**config.mk**
```make
export PLATFORM = sky130hd
export DESIGN_NAME = planar_arm_forward_kinematics_top
export DESIGN_NICKNAME = d
export VERILOG_FILES = /design/src/hw/rtl/pafk_pkg.sv /design/src/hw/rtl/pafk_front.sv /design/src/hw/rtl/pafk_queue.sv /design/src/hw/rtl/pafk_back.sv /design/src/hw/rtl/planar_arm_forward_kinematics_top.sv
export VERILOG_INCLUDE_DIRS = /design/src /design/src/hw/rtl
export SDC_FILE = /design/constraint.sdc
export NUM_CORES = 2
export LEC_CHECK = 0
export BUFFER_PORTS_ARGS = -buffer_cell sky130_fd_sc_hd__buf_2
export CAP_MARGIN = 0
export CORE_AREA = 4 4 226 228
export DETAILED_ROUTE_END_ITERATION = 10
export DIE_AREA = 0 0 230 232
export PLACE_DENSITY = 0.88
export SYNTH_ARGS = -nofsm -noshare
export SYNTH_HDL_FRONTEND = slang
export SYNTH_HIERARCHICAL = 1
export SYNTH_SLANG_ARGS = --single-unit
```
**constraint.sdc**
```tcl
create_clock -name clk -period 7.8 [get_ports clk]
set_input_delay 0.78 -clock clk [delete_from_list [all_inputs] [get_ports clk]]
set_output_delay 0.78 -clock clk [all_outputs]
set_load 0.005 [all_outputs]
```
**src/hw/rtl/planar_arm_forward_kinematics_top_defines.svh**
```systemverilog
// assertion macros for the planar arm forward kinematics block
`ifndef PLANAR_ARM_FORWARD_KINEMATICS_TOP_DEFINES_SVH
`define PLANAR_ARM_FORWARD_KINEMATICS_TOP_DEFINES_SVH

// same-cycle implication, sampled on clk, off during rst
`define PAFK_ASSERT_NOW(label, ante, cons) \
  label: assert property (@(posedge clk) disable iff (rst) (ante) |-> (cons)) \
    else $error("pafk same-cycle check failed");

// next-cycle implication, sampled on clk, off during rst
`define PAFK_ASSERT_NEXT(label, ante, cons) \
  label: assert property (@(posedge clk) disable iff (rst) (ante) |=> (cons)) \
    else $error("pafk next-cycle check failed");

`endif

```
**src/hw/rtl/pafk_pkg.sv**
```systemverilog
// shared types, constants and the arctangent table of the arm kinematics block
package pafk_pkg;

  localparam int ANGLE_BITS   = 16;
  localparam int CORDIC_STEPS = 16;

  localparam int LINK_W  = 15;
  localparam int GAIN_W  = 30;
  localparam int ANGLE_W = 16;
  localparam int POS_W   = 16;
  localparam int TURN_W  = 32;
  localparam int Z_W     = TURN_W + 2;
  localparam int XY_W    = 33;
  localparam int ROT_W   = XY_W + 1 - 16;
  localparam int ACC_W   = 24;
  localparam int TAB_W   = 5;
  localparam int STEP_W  = (CORDIC_STEPS > 1) ? $clog2(CORDIC_STEPS) : 1;
  localparam int DROP    = TURN_W - ANGLE_BITS;

  // queue depth must be a power of two
  localparam int QUEUE_DEPTH = 2;
  localparam int PTR_W       = $clog2(QUEUE_DEPTH);

  localparam logic [LINK_W-1:0] LINK_RESET = LINK_W'(10923);
  localparam logic [GAIN_W-1:0] GAIN_Q30   = GAIN_W'(652032874);

  localparam logic [TURN_W-1:0] ANGLE_MASK = ~(TURN_W'((64'd1 << DROP) - 64'd1));
  localparam logic [TURN_W:0]   ROUND_HALF = (TURN_W + 1)'((64'd1 << DROP) >> 1);

  // atan(2^-i) in units of 2^-32 turn
  localparam logic [TURN_W-1:0] ATAN_TURNS [32] = '{
    32'd536870912, 32'd316933406, 32'd167458907, 32'd85004756,
    32'd42667331,  32'd21354465,  32'd10679838,  32'd5340245,
    32'd2670163,   32'd1335087,   32'd667544,    32'd333772,
    32'd166886,    32'd83443,     32'd41722,     32'd20861,
    32'd10430,     32'd5215,      32'd2608,      32'd1304,
    32'd652,       32'd326,       32'd163,       32'd81,
    32'd41,        32'd20,        32'd10,        32'd5,
    32'd3,         32'd1,         32'd1,         32'd0
  };

  typedef struct packed {
    logic [TURN_W-1:0] angle;
    logic              flip;
    logic              last;
  } joint_req_t;

  typedef struct packed {
    logic full;
    logic empty;
  } queue_status_t;

  typedef enum logic [1:0] {
    BACK_IDLE,
    BACK_ROTATE,
    BACK_ACCUM
  } back_state_t;

  // table entry rounded to the angle resolution
  function automatic logic [TURN_W-1:0] atan_step(input logic [TAB_W-1:0] idx);
    logic [TURN_W:0] t;
    t = {1'b0, ATAN_TURNS[idx]} + ROUND_HALF;
    t = (t >> DROP) << DROP;
    return t[TURN_W-1:0];
  endfunction

endpackage

```
**src/hw/rtl/pafk_front.sv**
```systemverilog
// front end: takes joint requests, keeps the running angle sum and folds the angle
module pafk_front (
  input  logic                                clk,
  input  logic                                rst,
  input  logic                                in_valid,
  output logic                                in_ready,
  input  logic signed [pafk_pkg::ANGLE_W-1:0] joint_angle,
  input  logic                                last_joint,
  input  pafk_pkg::queue_status_t             q_status,
  output logic                                push,
  output pafk_pkg::joint_req_t                push_req
);
  import pafk_pkg::*;

  logic [ANGLE_W-1:0] angle_sum;
  logic [ANGLE_W-1:0] angle_sum_next;
  logic [TURN_W-1:0]  turn;
  logic               flip;

  assign in_ready       = !q_status.full;
  assign push           = in_valid && in_ready;
  assign angle_sum_next = angle_sum + ANGLE_W'(joint_angle);

  // angle in 2^-32 turn, cut to the working resolution
  assign turn = {angle_sum_next, {(TURN_W - ANGLE_W){1'b0}}} & ANGLE_MASK;

  // beyond a quarter turn: turn by half a turn, negate later
  assign flip = turn[TURN_W-1] ^ turn[TURN_W-2];

  always_comb begin
    push_req.angle = {turn[TURN_W-1] ^ flip, turn[TURN_W-2:0]};
    push_req.flip  = flip;
    push_req.last  = last_joint;
  end

  always_ff @(posedge clk) begin
    if (rst) begin
      angle_sum <= '0;
    end else if (push) begin
      angle_sum <= last_joint ? '0 : angle_sum_next;
    end
  end

endmodule

```
**src/hw/rtl/pafk_queue.sv**
```systemverilog
// short request queue between the front end and the rotation unit
module pafk_queue (
  input  logic                    clk,
  input  logic                    rst,
  input  logic                    push,
  input  pafk_pkg::joint_req_t    push_req,
  input  logic                    pop,
  output pafk_pkg::joint_req_t    head,
  output pafk_pkg::queue_status_t status
);
  import pafk_pkg::*;

  joint_req_t       slots [QUEUE_DEPTH];
  logic [PTR_W-1:0] wr_ptr;
  logic [PTR_W-1:0] rd_ptr;
  logic [PTR_W:0]   count;

  assign head         = slots[rd_ptr];
  assign status.full  = (count == (PTR_W + 1)'(QUEUE_DEPTH));
  assign status.empty = (count == '0);

  always_ff @(posedge clk) begin
    if (push) begin
      slots[wr_ptr] <= push_req;
    end
  end

  always_ff @(posedge clk) begin
    if (rst) begin
      wr_ptr <= '0;
      rd_ptr <= '0;
      count  <= '0;
    end else begin
      if (push) begin
        wr_ptr <= wr_ptr + 1'b1;
      end
      if (pop) begin
        rd_ptr <= rd_ptr + 1'b1;
      end
      if (push && !pop) begin
        count <= count + 1'b1;
      end else if (pop && !push) begin
        count <= count - 1'b1;
      end
    end
  end

endmodule

```
**src/hw/rtl/pafk_back.sv**
```systemverilog
// back end: iterative rotation, position accumulation and output register
module pafk_back (
  input  logic                               clk,
  input  logic                               rst,
  input  logic [pafk_pkg::LINK_W-1:0]        link_len,
  input  logic                               q_empty,
  input  pafk_pkg::joint_req_t               head,
  output logic                               pop,
  output logic                               busy,
  output logic                               out_valid,
  input  logic                               out_ready,
  output logic signed [pafk_pkg::POS_W-1:0]  pos_x,
  output logic signed [pafk_pkg::POS_W-1:0]  pos_y
);
  import pafk_pkg::*;

  back_state_t state;
  back_state_t state_next;

  logic signed [XY_W-1:0]  x;
  logic signed [XY_W-1:0]  y;
  logic signed [Z_W-1:0]   z;
  logic                    flip;
  logic                    last;
  logic [STEP_W-1:0]       iter;
  logic signed [ACC_W-1:0] x_accum;
  logic signed [ACC_W-1:0] y_accum;

  logic                    do_step;
  logic                    do_accum;
  logic                    out_blocked;

  logic [LINK_W+GAIN_W-1:0] gain_prod;
  logic signed [XY_W-1:0]   x_start;
  logic signed [XY_W-1:0]   dx;
  logic signed [XY_W-1:0]   dy;
  logic signed [Z_W-1:0]    z_step;
  logic signed [XY_W-1:0]   xf;
  logic signed [XY_W-1:0]   yf;
  logic signed [XY_W:0]     xr;
  logic signed [XY_W:0]     yr;
  logic signed [ACC_W-1:0]  x_accum_next;
  logic signed [ACC_W-1:0]  y_accum_next;

  function automatic logic signed [ACC_W-1:0] sat_acc(
    input logic signed [ACC_W-1:0] acc,
    input logic signed [ROT_W-1:0] delta
  );
    logic signed [ACC_W:0] s;
    s = {acc[ACC_W-1], acc} + (ACC_W + 1)'(delta);
    if (s[ACC_W] != s[ACC_W-1]) begin
      return s[ACC_W] ? {1'b1, {(ACC_W - 1){1'b0}}} : {1'b0, {(ACC_W - 1){1'b1}}};
    end
    return s[ACC_W-1:0];
  endfunction

  function automatic logic signed [POS_W-1:0] sat_pos(input logic signed [ACC_W-1:0] acc);
    if (acc > ACC_W'($signed({1'b0, {(POS_W - 1){1'b1}}}))) begin
      return {1'b0, {(POS_W - 1){1'b1}}};
    end else if (acc < ACC_W'($signed({1'b1, {(POS_W - 1){1'b0}}}))) begin
      return {1'b1, {(POS_W - 1){1'b0}}};
    end
    return acc[POS_W-1:0];
  endfunction

  // start vector is link length times the cordic gain, Q0.30
  assign gain_prod = (LINK_W + GAIN_W)'(link_len) * (LINK_W + GAIN_W)'(GAIN_Q30);
  assign x_start   = XY_W'(gain_prod[LINK_W+GAIN_W-1:LINK_W]);

  assign dx     = y >>> iter;
  assign dy     = x >>> iter;
  assign z_step = Z_W'(atan_step(TAB_W'(iter)));

  // undo the half turn, round to Q1.14
  assign xf = flip ? -x : x;
  assign yf = flip ? -y : y;
  assign xr = {xf[XY_W-1], xf} + (XY_W + 1)'(32768);
  assign yr = {yf[XY_W-1], yf} + (XY_W + 1)'(32768);

  assign x_accum_next = sat_acc(x_accum, xr[XY_W:16]);
  assign y_accum_next = sat_acc(y_accum, yr[XY_W:16]);

  assign out_blocked = last && out_valid && !out_ready;

  always_comb begin
    state_next = state;
    unique case (state)
      BACK_IDLE: begin
        if (!q_empty) begin
          state_next = BACK_ROTATE;
        end
      end
      BACK_ROTATE: begin
        if (iter == STEP_W'(CORDIC_STEPS - 1)) begin
          state_next = BACK_ACCUM;
        end
      end
      BACK_ACCUM: begin
        if (!out_blocked) begin
          state_next = BACK_IDLE;
        end
      end
      default: state_next = BACK_IDLE;
    endcase
  end

  always_comb begin
    pop      = 1'b0;
    do_step  = 1'b0;
    do_accum = 1'b0;
    busy     = 1'b1;
    unique case (state)
      BACK_IDLE: begin
        pop  = !q_empty;
        busy = 1'b0;
      end
      BACK_ROTATE: begin
        do_step = 1'b1;
      end
      BACK_ACCUM: begin
        do_accum = !out_blocked;
      end
      default: busy = 1'b0;
    endcase
  end

  always_ff @(posedge clk) begin
    if (rst) begin
      state <= BACK_IDLE;
    end else begin
      state <= state_next;
    end
  end

  always_ff @(posedge clk) begin
    if (pop) begin
      x    <= x_start;
      y    <= '0;
      z    <= $signed({{(Z_W - TURN_W){head.angle[TURN_W-1]}}, head.angle});
      flip <= head.flip;
      last <= head.last;
      iter <= '0;
    end else if (do_step) begin
      iter <= iter + 1'b1;
      if (!z[Z_W-1]) begin
        x <= x - dx;
        y <= y + dy;
        z <= z - z_step;
      end else begin
        x <= x + dx;
        y <= y - dy;
        z <= z + z_step;
      end
    end
  end

  always_ff @(posedge clk) begin
    if (rst) begin
      x_accum   <= '0;
      y_accum   <= '0;
      out_valid <= 1'b0;
    end else begin
      out_valid <= (do_accum && last) || (out_valid && !out_ready);
      if (do_accum) begin
        if (last) begin
          x_accum <= '0;
          y_accum <= '0;
        end else begin
          x_accum <= x_accum_next;
          y_accum <= y_accum_next;
        end
      end
    end
  end

  always_ff @(posedge clk) begin
    if (do_accum && last) begin
      pos_x <= sat_pos(x_accum_next);
      pos_y <= sat_pos(y_accum_next);
    end
  end

endmodule

```
**src/hw/rtl/planar_arm_forward_kinematics_top.sv**
```systemverilog
// top level of the planar arm forward kinematics block
//
//   channel  direction  handshake             payload
//   in       in         in_valid/in_ready     joint_angle, last_joint
//   out      out        out_valid/out_ready   pos_x, pos_y
//   cfg      in         cfg_valid/cfg_ready   link_length
//
// a joint passes the rotation unit's states in order: idle takes the request
// and forms the start vector, rotate runs the CORDIC_STEPS shared shift-add
// iterations, accum accumulates; the front end takes requests back to back
// until the two-entry queue fills. rst is synchronous and clears the angle
// sum, the accumulators and link_length (to 10923); cfg_ready is always high.
// a result held in the output register stalls only the end of the next arm.
module planar_arm_forward_kinematics_top (
  input  logic                                clk,
  input  logic                                rst,
  input  logic                                in_valid,
  output logic                                in_ready,
  input  logic signed [pafk_pkg::ANGLE_W-1:0] joint_angle,
  input  logic                                last_joint,
  output logic                                out_valid,
  input  logic                                out_ready,
  output logic signed [pafk_pkg::POS_W-1:0]   pos_x,
  output logic signed [pafk_pkg::POS_W-1:0]   pos_y,
  input  logic                                cfg_valid,
  output logic                                cfg_ready,
  input  logic [pafk_pkg::LINK_W-1:0]         link_length
);
  import pafk_pkg::*;

`include "planar_arm_forward_kinematics_top_defines.svh"

  logic [LINK_W-1:0] link_len;
  queue_status_t     q_status;
  joint_req_t        push_req;
  joint_req_t        head;
  logic              push;
  logic              pop;
  logic              back_busy;

  assign cfg_ready = 1'b1;

  always_ff @(posedge clk) begin
    if (rst) begin
      link_len <= LINK_RESET;
    end else if (cfg_valid && cfg_ready) begin
      link_len <= link_length;
    end
  end

  pafk_front u_front (
    .clk         (clk),
    .rst         (rst),
    .in_valid    (in_valid),
    .in_ready    (in_ready),
    .joint_angle (joint_angle),
    .last_joint  (last_joint),
    .q_status    (q_status),
    .push        (push),
    .push_req    (push_req)
  );

  pafk_queue u_queue (
    .clk      (clk),
    .rst      (rst),
    .push     (push),
    .push_req (push_req),
    .pop      (pop),
    .head     (head),
    .status   (q_status)
  );

  pafk_back u_back (
    .clk       (clk),
    .rst       (rst),
    .link_len  (link_len),
    .q_empty   (q_status.empty),
    .head      (head),
    .pop       (pop),
    .busy      (back_busy),
    .out_valid (out_valid),
    .out_ready (out_ready),
    .pos_x     (pos_x),
    .pos_y     (pos_y)
  );

  // an accepted request is held in the queue until the back end takes it
  `PAFK_ASSERT_NEXT(a_push_kept, in_valid && in_ready, !q_status.empty)
  // an idle back end takes a waiting request at once
  `PAFK_ASSERT_NEXT(a_back_takes, !back_busy && !q_status.empty, back_busy)
  // a result appears only at the end of a rotation
  `PAFK_ASSERT_NOW(a_result_from_back, $rose(out_valid), $past(back_busy))

endmodule

```
==> summary.md <==
| Metric | Value |
|---|---|
| Status | finished clean |
| Fin Setup TNS | 0 ns |
| Total of max-cap violations | 0 |
| Final hold viol count | 0 |
| Post-CTS setup buffers | 0 |
| Initial DRC Count | 2,787 |
| Crit path time final | 7.19 ns |
| Fillers | 3,828 |
| First-pass GRT wire length | 130,000 um |
| Worst EP required | 8.22 ns |
| Slew HR | 0.213 |
| Crit Path Class | flop to flop |
| Largest net degree at the start of global routing | 93 |
| Antenna cell count | 0 |
| Yosys warnings | 6 |
| Share of layout cells above drive strength 1 | 0.0960 |
| Initial Utilization | 0.631 |
| CTS H-tree lvls | 1 |
| Top sig layer | met4 |
| GRT Total Usage | 0.292 |
| Max Root-Sink Buffers | 3 |
| GP Congestion | 0.988 |
| Initial antenna violation count | 0 |
| Max Slew Vio Count | 0 |
| Mapped Area | 0.0308 mm^2 |
| Post-CTS Hold Buffers | 0 |
| DRC errors left | 0 |
| Final-report setup violation count | 0 |
| Worst-case clock skew | 0.0168 ns |
| Number of routed nets with antenna violations | 0 |
| Final #Nets | 3,955 |
| Inst Count DP | 4,075 |
| Routed WL | 80,100 um |
| Post-Synthesis Cells | 3,486 |
| Multi-input gate area | 0.0230 mm^2 |
| Mapped Nets | 3,998 |
| Die X | 230 um |
| Post-cts sizing count | 0 |
| Clk slew on worst S/H paths | 0.07 ns |
| Period utilisation layout | 0.922 |
| Post-route non-filler standard cell count | 4,131 |
| CTS tree | yes |
| RSZ-0062 raised after global routing | false |
| Die area | 0.0534 mm^2 |
| Peak Freq | 139 MHz |
| Core Area | 0.0488 mm^2 |
| I/O Buffers | 70 |
| Via-to-Cell Ratio | 6.39 |
| Congestion Overflow GR | 0 |
| CTS sink cnt | 245 |
| Max FO, Critical Path | 17 |
| Hold Crit Class | input port to flop |
| Met1 Routed Length | 32,200 um |
| Wire length on met3 | 6840 um |
| CP Capture Type | flop |
| Detail Route met2 WL | 37,600 um |
| Worst Path Arrival | 7.61 ns |
| Register area | 0.00610 mm^2 |
| Setup crit start kind | flop |
| Die Y | 232 um |
| Io pins | 72 |
| Vias in the first global route | 25,478 |
| HPWL Detailed | 60,900 um |
| CTS root buf | clkbuf_16 |
| Syn avg cell area | 8.85 um^2 |
| Via count | 26,400 |
| Area growth syn-to-layout | 5.69% |
| Slew @ Worst Pin | 1.17 ns |
| Drt pass-1 iters | 6 |
| Row cnt | 81 |
| Worst-skew pair later-pin latency | 0.59 ns |
| Num CTS Buffers | 30 |
| Mean routed wirelength per cell | 19.4 um |
-- final timing paths --
check	startpoint	to	slack (ns)	cells after the start
hold / removal	link_length[9]	link_len[9]$_SDFFE_PP1P_	0.41	2
setup / recovery	u_back/y[1]$_SDFFE_PP0P_	u_back/pos_y[6]$_DFFE_PP_	0.61	23
hold reg to reg	u_front/angle_sum[9]$_SDFFE_PP0P_	u_front/angle_sum[9]$_SDFFE_PP0P_	0.45	2
setup reg to reg	u_back/y[1]$_SDFFE_PP0P_	u_back/pos_y[6]$_DFFE_PP_	0.61	23
-- critical path, cell delays in order (launching register included) --
cell	delay, ns
dfxtp_1	0.37
nor4_1	0.33
nand4_1	0.24
or4_1	0.69
or4_4	0.48
or3_4	0.38
nor3_4	0.19
nand2b_1	0.21
nor2_1	0.07
a22o_1	0.23
nor2b_1	0.14
xnor2_1	0.12
ha_1	0.36
a21o_1	0.20
a21oi_1	0.20
o21ai_0	0.10
a31o_2	0.24
a21o_1	0.17
a221o_1	0.37
a21boi_4	0.16
or2_1	0.41
or4b_1	0.54
o41a_1	0.54
o21ai_1	0.25
-- metal layers --
layer | vias up | global-route usage
met1 | 12500 | 0.380
met4 | 0 | 0.111
met3 | 247 | 0.0525
met2 | 1236 | 0.489
li1 | 12417 | -
met5 | - | 0
-- layout make-up --
class	count	area share
repair buffers	95	0.0173
flip-flops and latches	245	0.187
well taps	664	0.0255
inverters	277	0.0319
clock inverters	24	0.00906
clock buffers	32	0.0239
multi-input cells	2794	0.705
-- state kept, by name, indices dropped and copies added (netlist names), 2 cells and up, named ones only --
signal	flops
u_queue/slots	36
u_back/x	33
u_back/y	33
u_back/x_accum	24
u_back/y_accum	24
u_back/z	18
u_back/pos_x	16
u_back/pos_y	16
u_front/angle_sum	16
link_len	15
u_back/iter	4
u_back/state	2
u_queue/count	2
-- through the flow --
step	setup slack [ns]	cell area, um^2	util	hold WS (ns)
after global routing	0.163	32600	0.667	0.406
final	0.611	32600	0.667	0.414
after global placement	0.638	31500	0.645	0.442
after CTS	0.392	32600	0.667	0.393
after floorplan	1.26	30800	-	0.420
after detailed placement	0.423	31500	0.645	0.447
-- cell usage in the layout (no fill, tap or decap), types with 19 or more instances in the layout --
master and instances:
edfxtp_1 118, mux4_2 64, a31oi_1 37, nor2b_1 38, nor3_1 47, nand2b_1 38, nand2_1 270, fa_1 174
xor2_1 109, buf_4 23, xnor2_1 172, a21oi_1 258, mux2i_1 90, dfxtp_1 123, a21o_1 89, nand3_1 47
clkbuf_16 31, mux2_2 45, nor2_1 270, buf_2 70, o21a_1 30, or3_1 19, o31ai_1 26, a2bb2oi_1 32
nand4_1 28, and2_1 22, o21ai_0 208, a22oi_1 19, and3_1 19, inv_1 273, or2_2 22, ha_1 300
a211oi_1 37
Power is not shown: default switching activity piles up to over one toggle a cycle in this logic, so the estimate is an artifact.
